--- src/rtl/multiset_permutation_ranker_top_assert.svh ---
// ---------------------------------------------------------------------------
// Assertion macros for the multiset permutation ranker.
// Full property checks in simulation, empty under SYNTH.
// ---------------------------------------------------------------------------
`ifndef MULTISET_PERMUTATION_RANKER_TOP_ASSERT_SVH
`define MULTISET_PERMUTATION_RANKER_TOP_ASSERT_SVH

`ifndef SYNTH

// Same-cycle implication or plain property, disabled during reset.
`define MPR_ASSERT(lbl, clk, rst, prop, msg) \
   lbl: assert property (@(posedge clk) disable iff (rst) prop) else $error(msg);

// Next-cycle implication, disabled during reset.
`define MPR_ASSERT_NEXT(lbl, clk, rst, pre, post, msg) \
   lbl: assert property (@(posedge clk) disable iff (rst) (pre) |=> (post)) else $error(msg);

`else

`define MPR_ASSERT(lbl, clk, rst, prop, msg)
`define MPR_ASSERT_NEXT(lbl, clk, rst, pre, post, msg)

`endif

`endif

--- src/rtl/mpr_pkg.sv ---
// ---------------------------------------------------------------------------
// mpr_pkg
// Types, constants and helpers shared by the multiset permutation ranker.
// ---------------------------------------------------------------------------
`default_nettype none

package mpr_pkg;

   localparam int unsigned COUNT_W    = 4;
   localparam int unsigned LEN_W      = 5;
   localparam int unsigned RANK_W     = 34;
   localparam int unsigned DIVISOR_W  = 5;
   localparam int unsigned DIVIDEND_W = 39;   // 34-bit count times 5-bit factor
   localparam int unsigned DIV_CNT_W  = $clog2(DIVIDEND_W + 1);
   localparam int unsigned CSR_IDX_W  = 2;

   typedef logic [COUNT_W-1:0]    count_type;
   typedef logic [LEN_W-1:0]      len_type;
   typedef logic [RANK_W-1:0]     rank_type;
   typedef logic [DIVISOR_W-1:0]  divisor_type;
   typedef logic [DIVIDEND_W-1:0] dividend_type;
   typedef logic [DIV_CNT_W-1:0]  div_cnt_type;

   localparam count_type MAX_PER_SYMBOL = 4'd8;
   localparam count_type COUNT_A_RST    = 4'd7;
   localparam count_type COUNT_B_RST    = 4'd8;
   localparam count_type COUNT_C_RST    = 4'd8;

   // Symbol codes
   localparam logic [1:0] SYM_A    = 2'd0;
   localparam logic [1:0] SYM_NONE = 2'd3;

   // Configuration register indexes
   localparam logic [CSR_IDX_W-1:0] CSR_COUNT_A = 2'd0;
   localparam logic [CSR_IDX_W-1:0] CSR_COUNT_B = 2'd1;
   localparam logic [CSR_IDX_W-1:0] CSR_COUNT_C = 2'd2;

   typedef struct packed {
      logic [1:0] symbol;
      logic       start_req;
   } req_type;

   typedef struct packed {
      rank_type rank_so_far;
      logic     done_res;
      logic     bad_symbol;
   } rsp_type;

   typedef struct packed {
      logic         start;
      dividend_type dividend;
      divisor_type  divisor;
   } div_req_type;

   typedef struct packed {
      logic     busy;
      logic     done;
      rank_type quotient;
   } div_rsp_type;

   function automatic count_type clamp_count(input count_type v);
      return (v > MAX_PER_SYMBOL) ? MAX_PER_SYMBOL : v;
   endfunction

endpackage

`default_nettype wire

--- src/rtl/mpr_div.sv ---
// ---------------------------------------------------------------------------
// mpr_div
// Restoring divider, one quotient bit per cycle. Quotient is truncated to
// the rank width; done pulses for one cycle with the quotient valid.
// ---------------------------------------------------------------------------
`default_nettype none
`include "multiset_permutation_ranker_top_assert.svh"

module mpr_div (
   input  wire                       clock,
   input  wire                       reset,
   input  wire mpr_pkg::div_req_type div_req,
   output mpr_pkg::div_rsp_type      div_rsp
);

   logic                  busy_ff, busy_in;
   logic                  done_ff, done_in;
   mpr_pkg::div_cnt_type  cnt_ff, cnt_in;
   mpr_pkg::divisor_type  rem_ff, rem_in;
   mpr_pkg::divisor_type  dsr_ff, dsr_in;
   mpr_pkg::dividend_type quo_ff, quo_in;

   logic [mpr_pkg::DIVISOR_W:0] trial;
   logic [mpr_pkg::DIVISOR_W:0] diff;
   logic                        q_bit;

   always_comb begin
      busy_in = busy_ff;
      done_in = 1'b0;
      cnt_in  = cnt_ff;
      rem_in  = rem_ff;
      dsr_in  = dsr_ff;
      quo_in  = quo_ff;

      // remainder stays below the divisor, so it fits the divisor width
      trial = {rem_ff, quo_ff[mpr_pkg::DIVIDEND_W-1]};
      diff  = trial - {1'b0, dsr_ff};
      q_bit = (trial >= {1'b0, dsr_ff});

      if (div_req.start) begin
         busy_in = 1'b1;
         cnt_in  = mpr_pkg::div_cnt_type'(mpr_pkg::DIVIDEND_W);
         rem_in  = '0;
         dsr_in  = div_req.divisor;
         quo_in  = div_req.dividend;
      end else if (busy_ff) begin
         rem_in = q_bit ? diff[mpr_pkg::DIVISOR_W-1:0] : trial[mpr_pkg::DIVISOR_W-1:0];
         quo_in = {quo_ff[mpr_pkg::DIVIDEND_W-2:0], q_bit};
         cnt_in = cnt_ff - 1'b1;
         if (cnt_ff == mpr_pkg::div_cnt_type'(1)) begin
            busy_in = 1'b0;
            done_in = 1'b1;
         end
      end
   end

   always_ff @(posedge clock) begin
      if (reset) begin
         busy_ff <= 1'b0;
         done_ff <= 1'b0;
         cnt_ff  <= '0;
      end else begin
         busy_ff <= busy_in;
         done_ff <= done_in;
         cnt_ff  <= cnt_in;
      end
      rem_ff <= rem_in;
      dsr_ff <= dsr_in;
      quo_ff <= quo_in;
   end

   assign div_rsp.busy     = busy_ff;
   assign div_rsp.done     = done_ff;
   assign div_rsp.quotient = quo_ff[mpr_pkg::RANK_W-1:0];

   `MPR_ASSERT(a_div_start_idle, clock, reset, div_req.start |-> !busy_ff,
      "divider restarted while busy")
   `MPR_ASSERT_NEXT(a_div_start_busy, clock, reset, div_req.start, busy_ff,
      "divider did not start")
   `MPR_ASSERT(a_div_nonzero, clock, reset, busy_ff |-> (dsr_ff != '0),
      "division by zero")

endmodule

`default_nettype wire

--- src/rtl/multiset_permutation_ranker_top.sv ---
// ---------------------------------------------------------------------------
// multiset_permutation_ranker_top
// Lexicographic rank of a string over a<b<c among all arrangements of the
// configured letter counts, one symbol per transfer.
// ---------------------------------------------------------------------------
// Usage:
//   req_*  : one symbol per transfer; start_req reloads the counts from the
//            csr registers (clamped to 8) and clears the rank.
//   rsp_*  : one result per request: running rank, done at the last symbol,
//            bad_symbol when the symbol is not available (state unchanged).
//   csr_*  : count_a/b/c at index 0/1/2, always ready; write while idle.
// Arithmetic: all multiplications and divisions go through one shared
//   multiply-then-divide unit; the restoring divider yields one quotient bit
//   per cycle. A symbol needs d = 1..3 divisions (one per smaller available
//   letter plus one); a rejected symbol needs none. A start adds one
//   division per letter of the string for the multinomial reload.
// The request side is not ready while a symbol is in work. A finished result
// sits in an output register; a new request is taken while it waits, and a
// stalled receiver holds the next result in the final state until taken.
// Reset (synchronous) clears counts to 7/8/8, the remaining letters, length
// and rank to zero; no clearing pass.
// ---------------------------------------------------------------------------
`default_nettype none
`include "multiset_permutation_ranker_top_assert.svh"

module multiset_permutation_ranker_top (
   input  wire                                 clock,
   input  wire                                 reset,
   input  wire                                 req_valid,
   output logic                                req_ready,
   input  wire  mpr_pkg::req_type              req_data,
   output logic                                rsp_valid,
   input  wire                                 rsp_ready,
   output mpr_pkg::rsp_type                    rsp_data,
   input  wire                                 csr_valid,
   output logic                                csr_ready,
   input  wire  [mpr_pkg::CSR_IDX_W-1:0]       csr_index,
   input  wire  [mpr_pkg::COUNT_W-1:0]         csr_wdata
);

   typedef enum logic [2:0] {
      ST_IDLE,
      ST_MN_NEXT,
      ST_MN_WAIT,
      ST_CHECK,
      ST_RANK_NEXT,
      ST_RANK_WAIT,
      ST_ARR_WAIT,
      ST_RESP
   } state_type;

   state_type state_ff, state_in;

   mpr_pkg::count_type cnt_a_ff, cnt_a_in;
   mpr_pkg::count_type cnt_b_ff, cnt_b_in;
   mpr_pkg::count_type cnt_c_ff, cnt_c_in;

   mpr_pkg::count_type letters_ff [3];
   mpr_pkg::count_type letters_in [3];
   mpr_pkg::len_type   len_ff, len_in;
   mpr_pkg::rank_type  arr_ff, arr_in;
   mpr_pkg::rank_type  rank_ff, rank_in;

   logic [1:0]         sym_ff, sym_in;
   logic [1:0]         k_ff, k_in;        // multinomial letter index
   mpr_pkg::count_type i_ff, i_in;        // multinomial inner step
   mpr_pkg::len_type   total_ff, total_in;
   logic [1:0]         x_ff, x_in;        // letter index, scanned up to the symbol
   logic               res_done_ff, res_done_in;
   logic               res_bad_ff, res_bad_in;

   logic               rsp_valid_ff, rsp_valid_in;
   mpr_pkg::rsp_type   rsp_data_ff, rsp_data_in;

   logic [1:0]            rd_idx;
   mpr_pkg::count_type    letter_rd;
   mpr_pkg::len_type      factor;
   logic                  div_start;
   mpr_pkg::dividend_type div_dividend;
   mpr_pkg::divisor_type  div_divisor;
   mpr_pkg::div_req_type  div_req;
   mpr_pkg::div_rsp_type  div_rsp;

   mpr_div u_div (
      .clock   (clock),
      .reset   (reset),
      .div_req (div_req),
      .div_rsp (div_rsp)
   );

   assign div_req = '{start: div_start, dividend: div_dividend, divisor: div_divisor};

   // shared read port on the remaining letter counts
   always_comb begin
      unique case (state_ff)
         ST_MN_NEXT:   rd_idx = k_ff;
         ST_RANK_NEXT: rd_idx = x_ff;
         default:      rd_idx = sym_ff;
      endcase
      letter_rd = (rd_idx == mpr_pkg::SYM_NONE) ? '0 : letters_ff[rd_idx];
      factor    = (state_ff == ST_MN_NEXT) ? (total_ff + 5'd1)
                                           : mpr_pkg::len_type'(letter_rd);
      div_dividend = mpr_pkg::dividend_type'(arr_ff) * mpr_pkg::dividend_type'(factor);
      div_divisor  = (state_ff == ST_MN_NEXT) ? mpr_pkg::divisor_type'(i_ff) : len_ff;
   end

   always_comb begin
      state_in    = state_ff;
      cnt_a_in    = cnt_a_ff;
      cnt_b_in    = cnt_b_ff;
      cnt_c_in    = cnt_c_ff;
      letters_in  = letters_ff;
      len_in      = len_ff;
      arr_in      = arr_ff;
      rank_in     = rank_ff;
      sym_in      = sym_ff;
      k_in        = k_ff;
      i_in        = i_ff;
      total_in    = total_ff;
      x_in        = x_ff;
      res_done_in = res_done_ff;
      res_bad_in  = res_bad_ff;
      rsp_valid_in = rsp_valid_ff && !rsp_ready;
      rsp_data_in  = rsp_data_ff;
      div_start    = 1'b0;

      if (csr_valid) begin
         unique case (csr_index)
            mpr_pkg::CSR_COUNT_A: cnt_a_in = csr_wdata;
            mpr_pkg::CSR_COUNT_B: cnt_b_in = csr_wdata;
            mpr_pkg::CSR_COUNT_C: cnt_c_in = csr_wdata;
            default: ;
         endcase
      end

      unique case (state_ff)
         ST_IDLE: begin
            if (req_valid) begin
               sym_in = req_data.symbol;
               if (req_data.start_req) begin
                  letters_in[0] = mpr_pkg::clamp_count(cnt_a_ff);
                  letters_in[1] = mpr_pkg::clamp_count(cnt_b_ff);
                  letters_in[2] = mpr_pkg::clamp_count(cnt_c_ff);
                  len_in   = mpr_pkg::len_type'(letters_in[0]) +
                             mpr_pkg::len_type'(letters_in[1]) +
                             mpr_pkg::len_type'(letters_in[2]);
                  rank_in  = '0;
                  arr_in   = mpr_pkg::rank_type'(1);
                  k_in     = mpr_pkg::SYM_A;
                  i_in     = mpr_pkg::count_type'(1);
                  total_in = '0;
                  state_in = ST_MN_NEXT;
               end else begin
                  state_in = ST_CHECK;
               end
            end
         end
         // multinomial: arr = arr * (total+1) / i over every letter
         ST_MN_NEXT: begin
            if (k_ff == mpr_pkg::SYM_NONE) begin
               state_in = ST_CHECK;
            end else if (i_ff > letter_rd) begin
               k_in = k_ff + 2'd1;
               i_in = mpr_pkg::count_type'(1);
            end else begin
               div_start = 1'b1;
               state_in  = ST_MN_WAIT;
            end
         end
         ST_MN_WAIT: begin
            if (div_rsp.done) begin
               arr_in   = div_rsp.quotient;
               i_in     = i_ff + 4'd1;
               total_in = total_ff + 5'd1;
               state_in = ST_MN_NEXT;
            end
         end
         ST_CHECK: begin
            if (sym_ff == mpr_pkg::SYM_NONE || letter_rd == '0 || len_ff == '0) begin
               res_done_in = 1'b0;
               res_bad_in  = 1'b1;
               state_in    = ST_RESP;
            end else begin
               x_in     = mpr_pkg::SYM_A;
               state_in = ST_RANK_NEXT;
            end
         end
         ST_RANK_NEXT: begin
            if (x_ff == sym_ff) begin
               div_start = 1'b1;
               state_in  = ST_ARR_WAIT;
            end else if (letter_rd != '0) begin
               div_start = 1'b1;
               state_in  = ST_RANK_WAIT;
            end else begin
               x_in = x_ff + 2'd1;
            end
         end
         ST_RANK_WAIT: begin
            if (div_rsp.done) begin
               rank_in  = rank_ff + div_rsp.quotient;
               x_in     = x_ff + 2'd1;
               state_in = ST_RANK_NEXT;
            end
         end
         ST_ARR_WAIT: begin
            if (div_rsp.done) begin
               arr_in              = div_rsp.quotient;
               letters_in[sym_ff]  = letters_ff[sym_ff] - 4'd1;
               len_in              = len_ff - 5'd1;
               res_done_in         = (len_ff == 5'd1);
               res_bad_in          = 1'b0;
               state_in            = ST_RESP;
            end
         end
         ST_RESP: begin
            if (!rsp_valid_ff || rsp_ready) begin
               rsp_valid_in = 1'b1;
               rsp_data_in  = '{rank_so_far: rank_ff,
                                done_res:    res_done_ff,
                                bad_symbol:  res_bad_ff};
               state_in     = ST_IDLE;
            end
         end
         default: state_in = ST_IDLE;
      endcase
   end

   always_ff @(posedge clock) begin
      if (reset) begin
         state_ff     <= ST_IDLE;
         cnt_a_ff     <= mpr_pkg::COUNT_A_RST;
         cnt_b_ff     <= mpr_pkg::COUNT_B_RST;
         cnt_c_ff     <= mpr_pkg::COUNT_C_RST;
         letters_ff   <= '{default: '0};
         len_ff       <= '0;
         rank_ff      <= '0;
         rsp_valid_ff <= 1'b0;
      end else begin
         state_ff     <= state_in;
         cnt_a_ff     <= cnt_a_in;
         cnt_b_ff     <= cnt_b_in;
         cnt_c_ff     <= cnt_c_in;
         letters_ff   <= letters_in;
         len_ff       <= len_in;
         rank_ff      <= rank_in;
         rsp_valid_ff <= rsp_valid_in;
      end
      arr_ff      <= arr_in;
      sym_ff      <= sym_in;
      k_ff        <= k_in;
      i_ff        <= i_in;
      total_ff    <= total_in;
      x_ff        <= x_in;
      res_done_ff <= res_done_in;
      res_bad_ff  <= res_bad_in;
      rsp_data_ff <= rsp_data_in;
   end

   assign req_ready = (state_ff == ST_IDLE);
   assign csr_ready = 1'b1;
   assign rsp_valid = rsp_valid_ff;
   assign rsp_data  = rsp_data_ff;

   `MPR_ASSERT(a_bad_not_done, clock, reset,
      rsp_valid_ff |-> !(rsp_data_ff.done_res && rsp_data_ff.bad_symbol),
      "result both done and rejected")
   `MPR_ASSERT(a_len_tracks, clock, reset,
      (state_ff == ST_IDLE) |-> (len_ff == mpr_pkg::len_type'(letters_ff[0]) +
         mpr_pkg::len_type'(letters_ff[1]) + mpr_pkg::len_type'(letters_ff[2])),
      "remaining length out of step with letter counts")
   `MPR_ASSERT(a_launch_free, clock, reset, div_req.start |-> !div_rsp.busy,
      "division launched on a busy unit")
   `MPR_ASSERT(a_done_waited, clock, reset,
      div_rsp.done |-> (state_ff == ST_MN_WAIT || state_ff == ST_RANK_WAIT ||
         state_ff == ST_ARR_WAIT),
      "quotient arrived outside a wait state")

endmodule

`default_nettype wire
--- config.mk ---
export PLATFORM = sky130hd
export DESIGN_NAME = multiset_permutation_ranker_top
export DESIGN_NICKNAME = d
export VERILOG_FILES = /design/src/rtl/mpr_pkg.sv /design/src/rtl/mpr_div.sv /design/src/rtl/multiset_permutation_ranker_top.sv
export VERILOG_INCLUDE_DIRS = /design/src /design/src/rtl
export SDC_FILE = /design/constraint.sdc
export NUM_CORES = 1
export LEC_CHECK = 0
export BUFFER_PORTS_ARGS = -buffer_cell sky130_fd_sc_hd__buf_2
export CAP_MARGIN = 40
export CORE_MARGIN = 4
export CORE_UTILIZATION = 25
export CTS_CLUSTER_SIZE = 24
export DETAILED_ROUTE_END_ITERATION = 8
export PLACE_DENSITY = 0.4
export SLEW_MARGIN = 20
export SYNTH_ARGS = -nofsm -noshare
export SYNTH_HDL_FRONTEND = slang
export SYNTH_SLANG_ARGS = --single-unit
--- constraint.sdc ---
create_clock -name clock -period 15.63 [get_ports clock]
set_input_delay 3.126 -clock clock [delete_from_list [all_inputs] [get_ports clock]]
set_output_delay 3.126 -clock clock [all_outputs]
set_load 0.005 [all_outputs]
Word-level counts from Yosys, hierarchy flattened
Index checks and enable logic that the tools add are counted.
W data, S select, Z words.
Word-level totals
  register bits after elaboration: 211
  bits in latches: 0
  memory bits (writable): 0
  bits in read-only memories: 0
  bits of input ports: 14
  output and inout bits: 39
  word-level logic and storage cells: 206
  memories: 0
Operators by class
  add/subtract/negate cells: 11
  multipliers: 1
  div/mod/pow operators: 0
  $lt $le $gt $ge: 8
  equality and inequality tests: 30
  shifts and indexed selects: 0
  muxes and demuxes: 86
  bitwise operators: 3
  reduce and logical (&&, ||, !) cells: 38
Operators by type and width (number)
  $mux W34: 6
  $pmux W34 S2: 2
  $mux W39: 2
  $mux W4: 15
  $mux W5: 8
  $mul A34 B5 Y39: 1
  $mux W12: 3
  $add A34 B34 Y34: 1
  $mux W3: 9
  $pmux W12 S2: 1
  $pmux W3 S8: 1
  $mux W2: 10
  $pmux W5 S2: 2
  $bmux W4 S2: 2
  $reduce_and A4 Y1: 4
  $mux W1: 14
  $ne A2 B2 Y1 const B: 7
  $reduce_bool A2 Y1: 7
  $bwmux W12: 1
  $eq A3 B3 Y1 const B: 4
  $gt A4 B4 Y1 const B: 3
  $mux W6: 2
  $ne A2 B1 Y1 const B: 6
  $pmux W4 S3: 1
  other kinds (43): 65

Logic depth before layout (Yosys ltp)
Gate-level depths: netlist (run 1).
  depth in word-level cells: 12
  gate-level depth with buffers: 25
  gate-level depth less buffers: 23

Modules after synthesis
From an unflattened synthesis (run 1), not the netlist that was laid out.
Unflattened totals
  cell total of the unflattened synthesis: 1722
  area, all modules: 16582.2 sq um
Modules (own cells, without submodules)
  multiset_permutation_ranker_top: instances 1, cells an instance 1505, area each 13714.4 sq um, sequential area each 3953.8 sq um
  mpr_div: instances 1, cells an instance 217, area each 2867.8 sq um, sequential area each 1581.5 sq um

Least setup slack after synthesis (run 1)
Ideal clock, no wire load.
  path type: flip-flop to flip-flop
  start point: register state_ff[2]
  end point: register u_div.quo_ff[38], data pin
  library setup time: 0.270 ns
  data arrival time: 6.200 ns
  setup slack: 9.160 ns
  cell stages (with the launch flop): 25
  path through: dfxtp_1 -> buf_2 -> nand2_2 -> nor3b_1 -> o22a_1 -> nor2b_1 -> a2bb2oi_2 -> mux2i_1 -> clkbuf_1 -> and2_1 -> fa_1 -> fa_1 -> inv_1 -> fa_1 -> inv_1 -> ha_1 -> a21oi_1 -> o211ai_1 -> a221o_1 -> a311o_1 -> a31o_2 -> a2111oi_0 -> o31ai_1 -> xnor2_1 -> a21oi_1
Between the ends
  cells in the longest elaborated chain, start to end: 12
Ends and longest elaborated chain
  from (decl): RTL line multiset_permutation_ranker_top.sv:52  | state_type state_ff, state_in;
  from (signal assigned): RTL line multiset_permutation_ranker_top.sv:240  | state_ff <= state_in;
  parallel branches: the longest is 11 deep, another holds $mul A34 B5 Y39
  $mux W39 (*): RTL line mpr_div.sv:40  | if (div_req.start) begin
  named net u_div.quo_in[38]: RTL line mpr_div.sv:21  | mpr_pkg::dividend_type quo_ff, quo_in;
  to (signal assigned): RTL line mpr_div.sv:69  | quo_ff <= quo_in;
  to (decl): RTL line mpr_div.sv:21
Mark *: on every way through the listed nets, which the timed path passes. The select of a mux whose other input is x is not followed.
A chain may end at the register's enable or synchronous reset.

Final worst setup path (run 1)
  start point: register state_ff[0]
  end point: register u_div.quo_ff[38], data pin
Same word-level chain as after synthesis.

==> key figures, run 1 <==
Synthesis
  • Ys async rst share: 0
  • Synthesized Nets: between 1500 and 2000
  • Cells after synthesis: roughly 1700
  • Flops & latches, synth: 211
  • Post-Synth Simple-Gate Area: 0.1882
  • Mean post-synth cell area: 9.331 um^2
  • Ys Warns: 0
  • Largest family of logic cells by synthesized area: adder cells
  • Compound-Gate Fraction of Synth Area: 0.1461
  • Sequential fraction of the synthesis area: 0.3441
  • Top FF cell, synth: edfxtp_1
  • Post-synthesis mux area share: 0.01594
  • Post-synth cell types: ~80
  • Synth Area in XOR/XNOR: 0.03920
  • Synth Cell Area: 16090 um^2
  • Adder-cell share of the synthesized area: 0.2060
  • Post-synth EDFFs: between 100 and 150

Timing
  • Fin. max-slew vios: 0
  • Measured slew at the worst slew-check pin: between 0.7 and 0.8 ns
  • Fin crit share: 0.5001
  • Sum Neg Setup Slack: 0 ns
  • Fmax: 127.9 MHz
  • Setup Skew: 0.02851 ns
  • Fin crit period: roughly 7.8 ns
  • Final setup viols: 0
  • Hold Vio Cnt, Final: 0
  • Worst rel slew slack: 0.4660
  • RSZ-0062 raised after global routing: false

Critical path
  • Worst-path fanout max: 25
  • Worst Reg-to-Reg Cells: 24
  • Startpoint class of the critical path: register
  • Crit. path cell count: 24
  • CP startpoint: state_ff[0]
  • Buf/Inv on CP: 4
  • Max incr delay on CP: around 0.64 ns
  • Worst R2R End: u_div.quo_ff[38]
  • Worst setup EP type: register
  • Critical path type: reg -> reg
  • Cell mode on critical path: fa_1
  • CP arrival: 8.09 ns
  • Worst reg2reg startpoint: state_ff[0]
  • Reg2Reg Setup Slack: 7.81 ns
  • Slowest cell on the critical path: dfxtp_1
  • Worst Setup EP: u_div.quo_ff[38]
  • Critical-path cell list: buf_8 -> nor2_1 -> nor3b_1 -> o22a_1 -> nor2b_1 -> a2bb2oi_2 -> a21oi_4 -> buf_16 -> and2_1 -> fa_1 -> fa_1 -> inv_1 -> fa_1 -> inv_1 -> ha_1 -> a21oi_1 -> o211ai_1 -> a221o_1 -> a311o_1 -> a31o_2 -> a2111oi_0 -> o31ai_1 -> xnor2_1 -> a21oi_1
  • Data required, critical path: between 15 and 20 ns
  • Largest delay contributor family on the critical path: compound AO/OA/AOI/OAI gates

Power
  • Logic pwr share: 0.544
  • Internal Power: 1.849 mW
  • Switching Fraction: 0.4516
  • PwrDens: between 150 and 200 nW/um^2
  • Clock power frac: 0.195
  • Sequential Power Share: 0.261
  • Leakage: roughly 7.7 nW
  • NetSw: roughly 1.5 mW
  • Max VDD drop: 80.14 uV

Clock tree
  • Hold buffers post-CTS: 0
  • Post-CTS Resized: 0
  • CTS tree: built
  • Number of setup buffers added after CTS: 0
  • Clock slew at reported path FFs: roughly 0.060 ns
  • Max Root-Sink Buffers: 3
  • Root buf cell: clkbuf_16
  • Worst-Skew Late Latency: 0.59 ns
  • CTS Buf Count: 28
  • Htree depth: 1
  • CTS sink count: between 200 and 250

Placement
  • GPL Wtd Cong: 0.8021
  • Final HPWL DP: about 33000 um
  • Dpl cell area: around 17000 um^2
  • # port buffers: 51

Floorplanning
  • # IOs: 53
  • Die W: roughly 260 um
  • Initial core utilization: 0.2536
  • Core ar.: roughly 63000 um^2
  • Die area: 68470 um^2
  • FP Rows: between 90 and 100
  • Die height: about 260 um

Layout
  • Filler instances: approximately 6700
  • Area growth syn-to-layout: 13.89%
  • Design area: approximately 18000 um^2
  • Layout cells sized above 1: 0.08178
  • Net count, final: a little under 2000
  • Final Util: 0.2889
  • Antenna Cells: 0

Routing
  • Initial DRC Count: ~670
  • Final wirelength: roughly 45000 um
  • Initial DRT Pass Iterations: 7
  • Vias: approximately 12000
  • Remaining antenna violation count: 0
  • Drt drc: 0
  • DR WL/cell: ~17 um
  • Avg Vias per Cell: between 4 and 5

Global route
  • GRT Resource Usage Total: 0.1315
  • GRT overflow: 0
  • Largest net degree at the start of global routing: 57
  • First-pass GRT wire length: between 70000 and 80000 um
  • Vias in the first global route: between 10000 and 15000
  • Initial antenna violation count: 0

Hold path
  • Hold Crit Class: reg -> reg

Run
  • MaxCap Viol Count: 0

Status
  • Outcome: finished clean
-- worst register-to-register path, stage by stage, from the launching register on --
cell and delay, ns:
dfxtp_1 0.64, buf_8 0.23, nor2_1 0.09, nor3b_1 0.30
o22a_1 0.34, nor2b_1 0.43, a2bb2oi_2 0.19, a21oi_4 0.43
buf_16 0.22, and2_1 0.19, fa_1 0.44, fa_1 0.55
inv_1 0.05, fa_1 0.54, inv_1 0.05, ha_1 0.39
a21oi_1 0.26, o211ai_1 0.14, a221o_1 0.34, a311o_1 0.36
a31o_2 0.26, a2111oi_0 0.64, o31ai_1 0.18, xnor2_1 0.16
a21oi_1 0.08
-- cell type report --
class / instances / area, um^2 / area share
Clock buffer: 37 / 754.5 / 0.04118
Sequential cell: 211 / 5535 / 0.3021
Clock inverter: 15 / 188.9 / 0.01031
Timing Repair Buffer: 72 / 470.5 / 0.02568
Multi-Input combinational cell: 1263 / 9657 / 0.5271
Tap cell: 846 / 1059 / 0.05778
Inverter: 175 / 656.9 / 0.03585
-- cell families after synthesis --
group | Yosys count
simple gates | 596
compound gates | 366
buf+inv | 250
flops | 211
fa+ha+maj | 203
xor+xnor | 72
mux | 25
other cells | 1
-- flip-flops by register name, summed over array words and instances, names as in the netlist, 3 cells and up --
register and count:
cnt_c_ff 4, total_ff 5, u_div.dsr_ff 5, rsp_data 36, letters_ff 12, arr_ff 34
u_div.rem_ff 5, len_ff 5, i_ff 4, cnt_a_ff 4, u_div.cnt_ff 6, u_div.quo_ff 39
cnt_b_ff 4, rank_ff 34, state_ff 3
-- synth_stat cells (all sizes together) (5+ instances only) --
| cell | n | share of area |
|---|---|---|
| a211oi | 18 | 0.0087 |
| a211o | 6 | 0.0033 |
| dfxtp | 80 | 0.10 |
| o211ai | 11 | 0.0051 |
| a31oi | 11 | 0.0043 |
| o22ai | 10 | 0.0039 |
| xor2 | 32 | 0.017 |
| nor3 | 27 | 0.0084 |
| mux2 | 5 | 0.0035 |
| nand2b | 21 | 0.0082 |
| nand4 | 12 | 0.0051 |
| o31ai | 8 | 0.0037 |
| a22oi | 13 | 0.0061 |
| a221oi | 5 | 0.0027 |
| or3 | 5 | 0.0019 |
| inv | 174 | 0.041 |
| a21o | 34 | 0.016 |
| o21a | 6 | 0.0028 |
| o21ai | 79 | 0.025 |
| clkbuf | 61 | 0.014 |
| fa | 103 | 0.13 |
| a21oi | 115 | 0.036 |
| edfxtp | 131 | 0.24 |
| nand2 | 142 | 0.033 |
| nand3 | 32 | 0.010 |
| o21bai | 5 | 0.0023 |
| and2 | 163 | 0.063 |
| nor2 | 131 | 0.031 |
| xnor2 | 40 | 0.022 |
| nor2b | 22 | 0.0086 |
| ha | 100 | 0.078 |
| and3 | 15 | 0.0058 |
| buf | 14 | 0.0051 |
| mux2i | 20 | 0.012 |
| nor3b | 10 | 0.0047 |
-- routing by layer --
layer,vias to the layer above,share of wire,global-route usage
met5,-,0,0
met4,0,0.021,0.02877
met3,58,0.034,0.01783
met2,201,0.44,0.2099
met1,5979,0.50,0.1903
li1,5980,-,-
-- power by group through the flow --
stage	sequential (mW)	combinational [mW]	clock [mW]
2_1_floorplan	0.821	1.38	0
3_3_place_gp	0.895	1.81	0
3_5_place_dp	0.891	1.84	0
4_1_cts	0.880	1.86	0.684
5_1_grt	0.896	2.10	0.708
6_report	0.878	1.84	0.658
-- placed cells by master (no fill, tap or decap), types with 6 or more instances in the layout --
cell	Yosys	routed
o22ai_1	10	10
o21a_1	6	6
a21o_1	34	34
o211ai_1	11	11
nand2_1	141	141
xnor2_1	40	40
edfxtp_1	131	131
a21oi_1	115	113
clkbuf_16	0	28
dfxtp_1	80	80
a211o_1	6	6
clkinv_2	0	6
a22oi_1	13	13
nor2_1	131	128
a211oi_1	17	17
and3_1	15	15
a31oi_1	11	11
nand2b_1	21	20
o21ai_0	59	59
o21ai_1	20	20
nor3_1	27	25
ha_1	100	100
nor2b_1	22	20
nand4_1	11	11
clkbuf_1	61	7
buf_2	3	53
xor2_1	32	32
inv_1	172	172
mux2i_1	20	18
nand3_1	32	32
buf_4	3	14
and2_1	163	163
nor3b_1	10	10
o31ai_1	8	8
fa_1	103	103
-- per-stage QoR --
stage                     hold WS, ns  std cells  total power, mW  worst slack (ns)
final                          0.4178       2619            3.371             7.813
after floorplan                0.4003       1724            2.206             9.160
after detailed placement       0.4052       2566            2.733             7.862
after CTS                      0.4202       2618            3.424             7.816
after global routing           0.4337       2619            3.705             7.316
after global placement         0.4186       2559            2.706             7.575
-- how the worst min path moves through the flow --
stage | from | endpoint | slack [ns] | cells after the start
after global routing | res_bad_ff | rsp_data[0] | 0.43 | 0
after global placement | res_bad_ff | rsp_data[0] | 0.42 | 0
after CTS | res_bad_ff | rsp_data[0] | 0.42 | 0
final | res_bad_ff | rsp_data[0] | 0.42 | 0
after floorplan | res_bad_ff | rsp_data[0] | 0.40 | 0
after detailed placement | res_bad_ff | rsp_data[0] | 0.41 | 0
Note: power is estimated with default switching activity, not from simulation.
==> inputs of run 2 (changes only) <==
==> constraint.sdc (replaced) <==
create_clock -name clock -period 7.7 [get_ports clock]
set_input_delay 1.54 -clock clock [delete_from_list [all_inputs] [get_ports clock]]
set_output_delay 1.54 -clock clock [all_outputs]
set_load 0.005 [all_outputs]
==> key figures, run 2 (synthesis results as in run 1) <==
Floorplanning
  • Core ar.: 63430 um^2 (unchanged)
  • # IOs: 53 (unchanged)
  • Die W: 261.7 um (unchanged)
  • Initial core utilization: 0.2536 (unchanged)
  • FP Rows: 92 (unchanged)
  • Die height: 261.7 um (unchanged)
  • Die area: 68470 um^2 (unchanged)

Critical path
  • Worst-path fanout max: 34 (+36%)
  • Worst reg2reg startpoint: state_ff[2]
  • CP startpoint: state_ff[2]
  • Reg2Reg Setup Slack: 0.70 ns (-7.11 ns)
  • CP arrival: 7.31 ns (-0.78 ns)
  • Critical-path cell list: buf_4 -> nor2_1 -> a21oi_1 -> o22a_1 -> nor2b_2 -> a2bb2oi_2 -> mux2i_2 -> buf_12 -> and2_1 -> fa_1 -> fa_1 -> inv_1 -> fa_1 -> inv_1 -> ha_1 -> a21oi_1 -> o211ai_1 -> a221o_1 -> a311o_1 -> a31o_2 -> a2111oi_0 -> o31ai_1 -> xnor2_1 -> a21oi_1
  • Worst Reg-to-Reg Cells: 24 (unchanged)
  • Startpoint class of the critical path: register
  • Slowest cell on the critical path: fa_1
  • Worst R2R End: u_div.quo_ff[38]
  • Worst setup EP type: register
  • Data required, critical path: 8.02 ns (-7.88 ns)
  • Critical path type: reg -> reg
  • Worst Setup EP: u_div.quo_ff[38]
  • Max incr delay on CP: 0.56 ns (-0.08 ns)

Layout
  • Area growth syn-to-layout: 14.61%
  • Most common cell after layout, fill and taps aside: inv_1
  • Filler instances: 6656 (-0.64%)
  • Largest register FFs: 39 (unchanged)
  • Sequential Area: 5535 um^2 (unchanged)
  • Antenna Cells: 0 (unchanged)
  • Layout cells sized above 1: 0.08964 (+0.007854)
  • Biggest register: u_div.quo_ff
  • Design area: 18440 um^2 (+0.64%)
  • Most frequent cells in the layout: 172 x inv_1, 163 x and2_1, 141 x nand2_1, 131 x edfxtp_1, 129 x nor2_1
  • Net count, final: 1980 (+0.61%)
  • Area of the multi-input gates: 9644 um^2 (-0.13%)

Global route
  • GRT overflow: 0 (unchanged)
  • Initial antenna violation count: 1 (+1)
  • First-pass GRT wire length: 71780 um (about the same)
  • Vias in the first global route: 12400 (-1.1%)
  • Largest net degree at the start of global routing: 40 (-30%)
  • GRT Resource Usage Total: 0.1319 (+0.0004007)

Clock tree
  • CTS sink count: 211 (unchanged)
  • CTS tree: built
  • Max Root-Sink Buffers: 3 (unchanged)
  • Root buf cell: clkbuf_16
  • CTS Buf Count: 28 (unchanged)
  • Number of setup buffers added after CTS: 0 (unchanged)
  • Worst-Skew Late Latency: 0.59 ns (about the same)
  • Clock slew at reported path FFs: 0.06 ns (about the same)
  • Htree depth: 1 (unchanged)

Timing
  • Setup ws final: 0.7041 ns (-7.109 ns)
  • Fmax: 142.9 MHz (+12%)
  • Worst rel slew slack: 0.4633 (-0.002664)
  • Final setup viols: 0 (unchanged)
  • Sum Neg Setup Slack: 0 ns (unchanged)
  • Measured slew at the worst slew-check pin: 0.8050 ns (+0.005932 ns)
  • RSZ-0062 raised after global routing: false
  • Hold Vio Cnt, Final: 0 (unchanged)
  • Setup Skew: 0.03546 ns (+0.006946 ns)
  • Fin crit period: 6.996 ns (-0.8208 ns)
  • Fin crit share: 0.9086 (+0.4084)
  • Fin. max-slew vios: 0 (unchanged)

Routing
  • Initial DRT Pass Iterations: 5 (-2)
  • Avg Vias per Cell: 4.656 (-0.19%)
  • Met2 wire len: 19900 um (-0.13%)
  • Remaining antenna violation count: 0 (unchanged)
  • Drt drc: 0 (unchanged)
  • Final wirelength: 45150 um (+0.63%)
  • Wl on met1: 22550 um (+0.47%)
  • Vias: 12250 (+0.27%)
  • Uppermost routed layer: met4
  • WL met3: 1776 um (+15%)
  • Initial DRC Count: 711 (+6.3%)
  • DR WL/cell: 17.16 um (+0.17%)

Placement
  • Dpl cell area: 17430 um^2 (+0.31%)
  • Worst slack at placement: 0.5815 ns (-7.281 ns)
  • GPL Wtd Cong: 0.8098 (+0.96%)
  • Final HPWL DP: 33960 um (+1.4%)
  • # port buffers: 51 (unchanged)

Run
  • MaxCap Viol Count: 0 (unchanged)

Power
  • PnR Total Power: 6.916 mW (+110%)
  • Max VDD drop: 172.1 uV (+110%)
  • Leakage: 7.737 nW (+0.81%)
  • PwrDens: 375.1 nW/um^2 (+100%)

Hold path
  • Hold Crit Class: reg -> reg

Status
  • Outcome: finished clean
run 2: stage by stage:
stage / hold slack [ns] / std cells / utilization
finish: 0.4458 / 2631 / 0.2907
global route: 0.4612 / 2631 / 0.2907
CTS: 0.4584 / 2629 / 0.2900
detailed placement: 0.4147 / 2577 / 0.2748
global placement: 0.4412 / 2572 / 0.2740
floorplan: 0.4003 / 1724 / -
run 2: cell type report:
type | count | share of cell area
multi-input cells | 1263 | 0.5231
flip-flops and latches | 211 | 0.3002
well taps | 846 | 0.05741
clock buffers | 34 | 0.04262
inverters | 175 | 0.03563
repair buffers | 84 | 0.03128
clock inverters | 18 | 0.009772
run 2: layer usage:
layer	up-vias	GRT usage
met2	227	0.2082
li1	6000	-
met5	-	0
met3	57	0.01976
met4	0	0.02833
met1	5967	0.1919
run 2: report_power, final:
group | internal [mW] | total (mW) | switching [mW] | leakage (nW)
registers | 1.54 | 1.75 | 0.218 | 1.85
clock network | 0.798 | 1.36 | 0.562 | 0.455
logic | 1.45 | 3.80 | 2.35 | 5.43
total | 3.78 | 6.92 | 3.13 | 7.74
run 2: worst max-delay path, delay by kind of cell (launching register included):
kind            cells  cell delay (ns)
compound gates     11             2.68
fa+ha+maj           4             1.92
buf+inv             4             0.59
simple gates        3             0.57
flops               1             0.55
mux                 1             0.22
xor+xnor            1             0.16
run 2: worst min-delay path by stage:
stage                      from      endpoint  cells past startpoint
floorplan            res_bad_ff   rsp_data[0]                      0
global placement     res_bad_ff   rsp_data[0]                      0
detailed placement   res_bad_ff   rsp_data[0]                      0
CTS                  res_bad_ff   rsp_data[0]                      0
global route        rank_ff[33]  rsp_data[35]                      0
finish               res_bad_ff   rsp_data[0]                      0
run 2: what timing repair did:
| item | CTS | global route |
|---|---|---|
| resized for setup | 0 | 1 |
| endpoints found under the setup margin | 0 | 1 |
| hold buffers | 0 | 0 |
==> inputs of run 3 (changes only) <==
--- a/config.mk
+++ b/config.mk
@@ -6,13 +6,14 @@
 export SDC_FILE = /design/constraint.sdc
 export NUM_CORES = 1
 export LEC_CHECK = 0
+export ABC_AREA = 1
 export BUFFER_PORTS_ARGS = -buffer_cell sky130_fd_sc_hd__buf_2
 export CAP_MARGIN = 40
 export CORE_MARGIN = 4
-export CORE_UTILIZATION = 25
+export CORE_UTILIZATION = 55
 export CTS_CLUSTER_SIZE = 24
 export DETAILED_ROUTE_END_ITERATION = 8
-export PLACE_DENSITY = 0.4
+export PLACE_DENSITY = 0.73
 export SLEW_MARGIN = 20
 export SYNTH_ARGS = -nofsm -noshare
 export SYNTH_HDL_FRONTEND = slang
==> constraint.sdc (replaced) <==
create_clock -name clock -period 7.7 [get_ports clock]
set_input_delay 0.385 -clock clock [delete_from_list [all_inputs] [get_ports clock]]
set_output_delay 0.385 -clock clock [all_outputs]
set_load 0.005 [all_outputs]
==> key figures, run 3 <==
Timing
  • Fin crit period: 6.793 ns (-0.2033 ns)
  • Fmax: 147.2 MHz (+3.0%)
  • Setup Skew: 0.01558 ns (-0.01988 ns)
  • Fin. max-slew vios: 0 (unchanged)
  • Fin crit share: 0.8822 (-0.02640)
  • Sum Neg Setup Slack: 0 ns (unchanged)
  • Worst rel slew slack: 0.4537 (-0.009644)
  • Final setup viols: 0 (unchanged)
  • Hold Vio Cnt, Final: 0 (unchanged)
  • RSZ-0062 raised after global routing: false
  • Measured slew at the worst slew-check pin: 0.7988 ns (-0.006191 ns)

Synthesis
  • Top FF cell, synth: edfxtp_1
  • Count leader, synth: inv_1
  • Area share of the leading cell type in the synthesized netlist: 0.2342 (-0.01029)
  • Adder-cell share of the synthesized area: 0.1973 (-0.008670)
  • Cells after synthesis: 2177 (+26%)
  • Post-synth cell types: 48 (-39%)
  • Synth Area in XOR/XNOR: 0.02399 (-0.01521)
  • Compound-Gate Fraction of Synth Area: 0.1363 (-0.009877)
  • Post-synthesis mux area share: 0 (-0.01594)
  • Leading area contributor after synthesis: edfxtp_1
  • Post-Synth Simple-Gate Area: 0.2108 (+0.02262)
  • Sequential fraction of the synthesis area: 0.3296 (-0.01448)
  • Flops & latches, synth: 211 (unchanged)
  • Mean post-synth cell area: 7.714 um^2 (-17%)
  • Synth area leaders: edfxtp_1 23%, fa_1 12%, dfxtp_1 9.5%, inv_1 8.6%, nand2_1 8.4%
  • Largest family of logic cells by synthesized area: simple AND/OR/NAND/NOR gates
  • Top cells by count, synth: 387 x inv_1, 374 x nand2_1, 318 x nor2_1, 180 x a21oi_1, 131 x edfxtp_1
  • Synthesized Nets: 2394 (+23%)
  • Ys Warns: 0 (unchanged)
  • Ys async rst share: 0 (unchanged)
  • Post-synth EDFFs: 131 (unchanged)
  • Synth Cell Area: 16790 um^2 (+4.4%)

Routing
  • Avg Vias per Cell: 5.566 (+20%)
  • DR WL/cell: 17.15 um (about the same)
  • Drt drc: 0 (unchanged)
  • Vias: 14650 (+20%)
  • Initial DRT Pass Iterations: 5 (unchanged)
  • Initial DRC Count: 1212 (+70%)
  • Final wirelength: 45150 um (unchanged)
  • Remaining antenna violation count: 0 (unchanged)

Placement
  • # port buffers: 51 (unchanged)
  • Final HPWL DP: 34910 um (+2.8%)
  • GPL Wtd Cong: 0.9908 (+22%)

Global route
  • GRT overflow: 0 (unchanged)
  • Initial antenna violation count: 0 (-1)
  • Vias in the first global route: 14150 (+14%)
  • GRT Resource Usage Total: 0.2668 (+0.1349)
  • First-pass GRT wire length: 73100 um (+1.8%)
  • Largest net degree at the start of global routing: 77 (+93%)

Layout
  • Area of the multi-input gates: 9575 um^2 (-0.71%)
  • Sequential Area: 5535 um^2 (unchanged)
  • Filler instances: 2691 (-60%)
  • Biggest register: u_div.quo_ff
  • Net count, final: 2441 (+23%)
  • Antenna Cells: 0 (unchanged)
  • Area growth syn-to-layout: 9.626%
  • Layout cells sized above 1: 0.06375 (-0.02588)
  • Most frequent cells in the layout: 387 x inv_1, 374 x nand2_1, 318 x nor2_1, 179 x a21oi_1, 131 x edfxtp_1
  • Most common cell after layout, fill and taps aside: inv_1
  • Largest register FFs: 39 (unchanged)

Clock tree
  • Worst-Skew Late Latency: 0.55 ns (-0.04 ns)
  • Max Root-Sink Buffers: 3 (unchanged)
  • Root buf cell: clkbuf_16
  • CTS tree: built
  • CTS sink count: 211 (unchanged)
  • Number of setup buffers added after CTS: 0 (unchanged)
  • Clock slew at reported path FFs: 0.06 ns (about the same)
  • Htree depth: 1 (unchanged)
  • CTS Buf Count: 25 (-11%)
  • Post-CTS Resized: 0 (unchanged)

Floorplanning
  • FP Rows: 63 (-32%)
  • Die W: 182.7 um (-30%)
  • Initial core utilization: 0.5621 (+0.3085)
  • Die area: 33390 um^2 (-51%)
  • Core ar.: 29870 um^2 (-53%)
  • Die height: 182.7 um (-30%)
  • # IOs: 53 (unchanged)

Critical path
  • Worst-path fanout max: 20 (-41%)
  • Startpoint class of the critical path: register
  • Slowest cell on the critical path: inv_1
  • CP arrival: 7.08 ns (-0.23 ns)
  • Data required, critical path: 7.99 ns (-0.03 ns)
  • Critical path type: reg -> reg
  • Worst setup EP type: register
  • Max incr delay on CP: 0.59 ns (+0.03 ns)

Status
  • Outcome: finished clean

Run
  • MaxCap Viol Count: 0 (unchanged)

Hold path
  • Hold Crit Class: in -> reg
-- run 3: worst paths after layout --
check / startpoint / to / slack, ns / cells past startpoint
setup reg to reg: state_ff[2] / u_div.quo_ff[26] / 0.91 / 28
hold / removal: req_data[1] / sym_ff[0] / 0.03 / 1
setup / recovery: state_ff[2] / u_div.quo_ff[26] / 0.91 / 28
hold reg to reg: res_done_ff / rsp_data[1] / 0.42 / 0
-- run 3: layout make-up --
cell class | instances | area share
Multi-Input combinational cell | 1523 | 0.5201
Sequential cell | 211 | 0.3007
Tap cell | 390 | 0.02651
Timing Repair Buffer | 71 | 0.02671
Inverter | 392 | 0.08006
Clock inverter | 20 | 0.01176
Clock buffer | 26 | 0.03419
-- run 3: what timing repair did --
item | 4_1_cts | 5_1_grt
hold buffers | 0 | 1
endpoints found under the hold margin | 0 | 1
setup endpoints to repair | 0 | 0
-- run 3: per-layer routing --
metal / share of wire / global-route usage / routed length, um
met5: 0 / 0 / 0
met4: 0.031 / 0.07655 / 1406
met3: 0.063 / 0.02896 / 2853
met2: 0.47 / 0.4450 / 21080
met1: 0.44 / 0.3721 / 19810
-- run 3: stage by stage --
step	cell area [um^2]	utilization	hold WS (ns)	instances	setup slack [ns]
floorplan	16790	-	0.4003	2177	2.529
global route	18410	0.6162	0.004979	2633	0.3360
detailed placement	17480	0.5850	0.4045	2582	1.070
CTS	18320	0.6133	0.005655	2628	1.006
finish	18410	0.6162	0.03164	2633	0.9074
global placement	17410	0.5828	0.4033	2578	1.235
-- run 3: critical path, delay by kind of cell (launching register included) --
family	cells	cell delay, ns
buf+inv	6	1.36
xor+xnor	1	0.32
simple gates	15	2.14
fa+ha+maj	4	1.91
compound gates	2	0.26
flops	1	0.51
-- run 3: logic make-up after synthesis --
family | after synthesis
DFF | 211
other | 1
adders and majority gates | 203
buffers and inverters | 443
and+or+nand+nor | 856
xor gates and xnor gates | 46
AOI/OAI and AO/OA | 417
Power of run 3 is left out: the tool's default activity adds up to more than one toggle a clock period on the data nets, which glitch-free logic cannot reach.
